`src/sv/snpc_pkg.sv`:
```
// Shared types, constants and helper functions of the shaded palette nearest-colour block.
package snpc_pkg;

  localparam int PAL_ENTRIES = 256;
  localparam int PAL_IDX_W   = $clog2(PAL_ENTRIES);
  localparam int CHAN_W      = 8;
  localparam int FB_W        = 9;
  localparam int SQ_W        = 2 * CHAN_W;
  localparam int DIST_W      = SQ_W + 2;
  localparam int FACTOR_W    = 6;
  localparam int LIGHT_MIN   = -32;
  localparam int LIGHT_MAX   = 31;
  localparam int ROW_BIAS    = 32;
  localparam int ROW_MAX     = 63;
  localparam int ROUND_ADD   = 16;
  localparam int SHADE_SHIFT = 5;
  localparam int CHAN_MAX    = 255;
  localparam int FB_RESET    = 32;

  localparam logic [1:0] OP_WRITE   = 2'd0;
  localparam logic [1:0] OP_NEAREST = 2'd1;
  localparam logic [1:0] OP_SHADE   = 2'd2;

  typedef struct packed {
    logic [CHAN_W-1:0] r;
    logic [CHAN_W-1:0] g;
    logic [CHAN_W-1:0] b;
  } rgb_t;

  // Travels alongside each palette read through the distance pipeline.
  typedef struct packed {
    logic                 valid;
    logic                 last;
    logic [PAL_IDX_W-1:0] idx;
  } tag_t;

  // Scales one channel by the light factor with rounding, saturating at full scale.
  function automatic logic [CHAN_W-1:0] shade_chan(input logic [CHAN_W-1:0]   c,
                                                   input logic [FACTOR_W-1:0] f);
    logic [CHAN_W+FACTOR_W:0]             prod;
    logic [CHAN_W+FACTOR_W-SHADE_SHIFT:0] scaled;
    prod   = (CHAN_W + FACTOR_W + 1)'(c * f) + (CHAN_W + FACTOR_W + 1)'(ROUND_ADD);
    scaled = prod[CHAN_W+FACTOR_W:SHADE_SHIFT];
    if (scaled > (CHAN_W + FACTOR_W - SHADE_SHIFT + 1)'(CHAN_MAX)) begin
      return CHAN_W'(CHAN_MAX);
    end
    return scaled[CHAN_W-1:0];
  endfunction

  // Absolute difference of two channel values.
  function automatic logic [CHAN_W-1:0] abs_diff(input logic [CHAN_W-1:0] a,
                                                 input logic [CHAN_W-1:0] b);
    return (a > b) ? (a - b) : (b - a);
  endfunction

endpackage

```
`src/sv/snpc_dist.sv`:
```
// Two-stage squared colour distance pipeline: squares, then their sum.
module snpc_dist (
  input  logic                        clk,
  input  logic                        rst_n,
  input  snpc_pkg::rgb_t              target,
  input  snpc_pkg::rgb_t              pixel,
  input  snpc_pkg::tag_t              tag_i,
  output logic [snpc_pkg::DIST_W-1:0] dist_o,
  output snpc_pkg::tag_t              tag_o
);
  import snpc_pkg::*;

  logic [SQ_W-1:0]   sq_r_r, sq_g_r, sq_b_r;
  logic [DIST_W-1:0] sum_r;
  tag_t              tag_a_r, tag_b_r;
  logic [CHAN_W-1:0] dr, dg, db;

  always_comb begin
    dr = abs_diff(target.r, pixel.r);
    dg = abs_diff(target.g, pixel.g);
    db = abs_diff(target.b, pixel.b);
  end

  always_ff @(posedge clk) begin
    sq_r_r <= SQ_W'(dr * dr);
    sq_g_r <= SQ_W'(dg * dg);
    sq_b_r <= SQ_W'(db * db);
    sum_r  <= DIST_W'(sq_r_r) + DIST_W'(sq_g_r) + DIST_W'(sq_b_r);
  end

  always_ff @(posedge clk) begin
    if (!rst_n) begin
      tag_a_r <= '0;
      tag_b_r <= '0;
    end else begin
      tag_a_r <= tag_i;
      tag_b_r <= tag_a_r;
    end
  end

  assign dist_o = sum_r;
  assign tag_o  = tag_b_r;

endmodule

```
`config.mk`:
```
export PLATFORM = sky130hd
export DESIGN_NAME = snpc_dist
export DESIGN_NICKNAME = d
export VERILOG_FILES = /design/src/sv/snpc_pkg.sv /design/src/sv/snpc_dist.sv
export SDC_FILE = /design/constraint.sdc
export NUM_CORES = 1
export LEC_CHECK = 0
export BUFFER_PORTS_ARGS = -buffer_cell sky130_fd_sc_hd__buf_4
export CELL_PAD_IN_SITES_DETAIL_PLACEMENT = 1
export CELL_PAD_IN_SITES_GLOBAL_PLACEMENT = 1
export CORE_AREA = 2 2 141 143
export DETAILED_ROUTE_END_ITERATION = 8
export DIE_AREA = 0 0 143 145
export PLACE_DENSITY = 0.93
export SLEW_MARGIN = 20
export SYNTH_ARGS = -nofsm -noshare
export SYNTH_HDL_FRONTEND = slang
export SYNTH_SLANG_ARGS = --single-unit
```
`constraint.sdc`:
```
create_clock -name clk -period 12.43 [get_ports clk]
set_clock_uncertainty 0.05 [all_clocks]
set_input_delay 1.243 -clock clk [delete_from_list [all_inputs] [get_ports clk]]
set_output_delay 1.243 -clock clk [all_outputs]
set_load 0.03 [all_outputs]
```
==> results.py <==
metrics = {
    "layout": {
        "nNetsFinal": 1441,
        "syn_to_final_growth_pct": 11.8,
        "layout-drive-gt1-share": 0.138,
        "layout_common_cells": "199 x inv_1, 149 x ha_1, 97 x fa_1, 96 x nor2_1, 89 x buf_4",
        "n_fill_cell": 2241,
        "final_common_cell": "inv_1",
        "insertedDiodeCount": 0,
        "final_cells": 1405,
    },
    "clock_tree": {
        "cts_tree": "built",
        "clk-insertion-delay-late_ps": 350,
        "cts_root_buffer": "clkbuf_16",
        "path_clk_slew_ps": 60,
        "cts_max_level": 3,
        "cts_setup_buffers": 0,
        "post_cts_resized": 0,
        "clk_path_buf_depth": 2,
        "cts_inserted_buffers": 9,
        "cts_sinks": 83,
        "hold_buffers": 0,
    },
    "route": {
        "via_per_inst": 5.33,
        "wl_per_cell_um": 17.3,
        "final_antenna_net_count": 0,
        "vias": 7483,
        "drt_iter0_drc": 242,
        "drc": 0,
        "drt_first_pass_iters": 4,
        "routed_wl_mm": 24.3,
    },
    "sta": {
        "period_share": 0.605,
        "worstMarginPinSlew_ps": 1030,
        "finalCriticalPeriod_ps": 7520,
        "drv_slew": 0,
        "final_hold_viol_count": 0,
        "clock.fmax_mhz": 133,
        "relSlewSlack": 0.309,
        "fin_setup_tns_ps": 0,
        "setup_viol": 0,
        "rsz0062_at_grt": "false",
    },
    "yosys": {
        "synth_area_um2": 9770,
        "synth-edff-count": 0,
        "synth_seq_cells": 83,
        "yosysWarnings": 0,
        "synth.avg_cell_area_um2": 9.26,
        "syn-instance-count": 1055,
        "synthDistinctLibCells": 66,
        "synthArstFlopShare": 0,
        "yosysSeqAreaShare": 0.170,
        "synthFlopType": "dfxtp_1",
    },
    "worst_setup_path": {
        "cp_slowest_cell": "xnor2_1",
        "path_depth": 24,
        "critPathCapture": "sq_r_r[12]",
        "critPathBufInv": 6,
        "crit_family": "adder cells",
        "setup.worst_path.end_class": "register",
        "reg2regPathDepth": 9,
        "reg2reg_to": "dist_o[14]",
        "cpPeakStageDelay_ps": 760,
        "crit_path_max_fanout": 11,
        "worstPathCellList": "buf_4 -> inv_1 -> ha_1 -> inv_1 -> fa_1 -> a21o_1 -> a221oi_4 -> a21oi_4 -> mux2i_1 -> xnor2_1 -> nor2_1 -> fa_1 -> fa_1 -> inv_1 -> fa_1 -> fa_1 -> inv_1 -> ha_1 -> inv_1 -> nor2_1 -> o31a_1 -> o22ai_1 -> and4b_1 -> or4b_1",
        "cp.required_ps": 12610,
        "reg2reg_from": "sq_r_r[4]",
        "arrival_ps": 7700,
        "rrSetupSlack_ps": 9360,
        "crit_type": "primary input to register",
        "critPathLaunchType": "primary input",
        "crit_start": "target[16]",
    },
    "die": {
        "floorplan.initialDensity": 0.508,
        "die_w_um": 143,
        "fp-row-count": 51,
        "core-area_um2": 19200,
        "fp.dieH_um": 145,
        "boundaryPins": 88,
        "die_area_um2": 20700,
    },
    "global_route": {
        "grtUsageTotal": 0.243,
        "grt_pass1_vias": 8494,
        "antenna_found_initial": 0,
        "grt_pass1_wl_mm": 40.7,
        "gr-total-overflow": 0,
        "grt_start_max_net_pins": 21,
    },
    "placement": {
        "placed_cells": 1389,
        "io_buffers": 87,
        "gp_congestion": 0.859,
        "dpl.hpwl_mm": 19.7,
    },
    "worst_hold_path": {
        "worstHoldPathType": "register to register",
    },
    "status": {
        "status": "completed",
    },
    "job": {
        "maxCapViolations": 0,
    },
}
cell families (layout without fill, tap and decap cells):
| kind of cell | Yosys count | in the layout | synth area share |
|---|---|---|---|
| and+or+nand+nor | 236 | 236 | 0.122 |
| DFF | 83 | 83 | 0.170 |
| AOI/OAI and AO/OA | 171 | 171 | 0.121 |
| other | 1 | 3 | 0.000384 |
| buffers and inverters | 223 | 306 | 0.0914 |
| muxes | 19 | 19 | 0.0237 |
| xor gates and xnor gates | 76 | 76 | 0.0812 |
| adders and majority gates | 246 | 246 | 0.390 |
flip-flops by register name, indices dropped and copies added, names as in the netlist:
register,flops
tag_a_r,10
sq_r_r,15
sq_b_r,15
dist_o,18
sq_g_r,15
tag_o,10
final cells by class:
type / count / area, um^2 / share of cell area
Tap cell: 265 / 332 / 0.0304
Timing Repair Buffer: 89 / 668 / 0.0612
Sequential cell: 83 / 1660 / 0.152
Inverter: 201 / 754 / 0.0691
Clock inverter: 7 / 51.3 / 0.00470
Clock buffer: 9 / 225 / 0.0206
Multi-Input combinational cell: 751 / 7220 / 0.662
per-stage QoR:
stage	area [um^2]	utilization	setup WS [ps]	hold WS, ps
after detailed placement	10600	0.554	4700	370
after floorplan	9770	-	5480	362
after global placement	10600	0.554	5040	362
after CTS	10900	0.568	4990	390
final	10900	0.568	4910	387
after global routing	10900	0.568	4630	400
worst reg2reg max path, delay by kind of cell, from the launching register on:
kind,cells,cell delay [ps]
compound gates,4,1350
xor+xnor,1,160
flops,1,330
simple gates,1,170
fa+ha+maj,2,840
buf+inv,1,100
metal layers:
layer / share of wire / GRT usage
met3: 0.026 / 0.0360
met4: 0.035 / 0.0896
met5: 0 / 0
met1: 0.40 / 0.276
met2: 0.54 / 0.452
worst min-delay path by stage:
stage | from | endpoint | slack [ps] | cells past startpoint
floorplan | tag_a_r[0] | tag_o[0] | 360 | 1
global placement | tag_a_r[1] | tag_o[1] | 360 | 1
detailed placement | tag_a_r[2] | tag_o[2] | 370 | 1
CTS | tag_a_r[5] | tag_o[5] | 390 | 1
global route | tag_a_r[5] | tag_o[5] | 400 | 1
finish | tag_a_r[5] | tag_o[5] | 390 | 1
cells in the mapped netlist, types with 13 or more instances:
| cell | instances | area share |
|---|---|---|
| inv_1 | 199 | 0.076 |
| ha_1 | 149 | 0.19 |
| fa_1 | 97 | 0.20 |
| nor2_1 | 96 | 0.037 |
| dfxtp_1 | 83 | 0.17 |
| a21oi_1 | 59 | 0.030 |
| xnor2_1 | 46 | 0.041 |
| a21o_1 | 32 | 0.025 |
| nand2_1 | 30 | 0.012 |
| and2_1 | 21 | 0.013 |
| o21ai_0 | 21 | 0.011 |
| xor2_1 | 19 | 0.017 |
| mux2i_1 | 15 | 0.015 |
| nor3_1 | 13 | 0.0067 |
| or2_2 | 13 | 0.0083 |
Power is left out: the tool's default activity adds up to more than one toggle a clock period on the data nets, which glitch-free logic cannot reach.
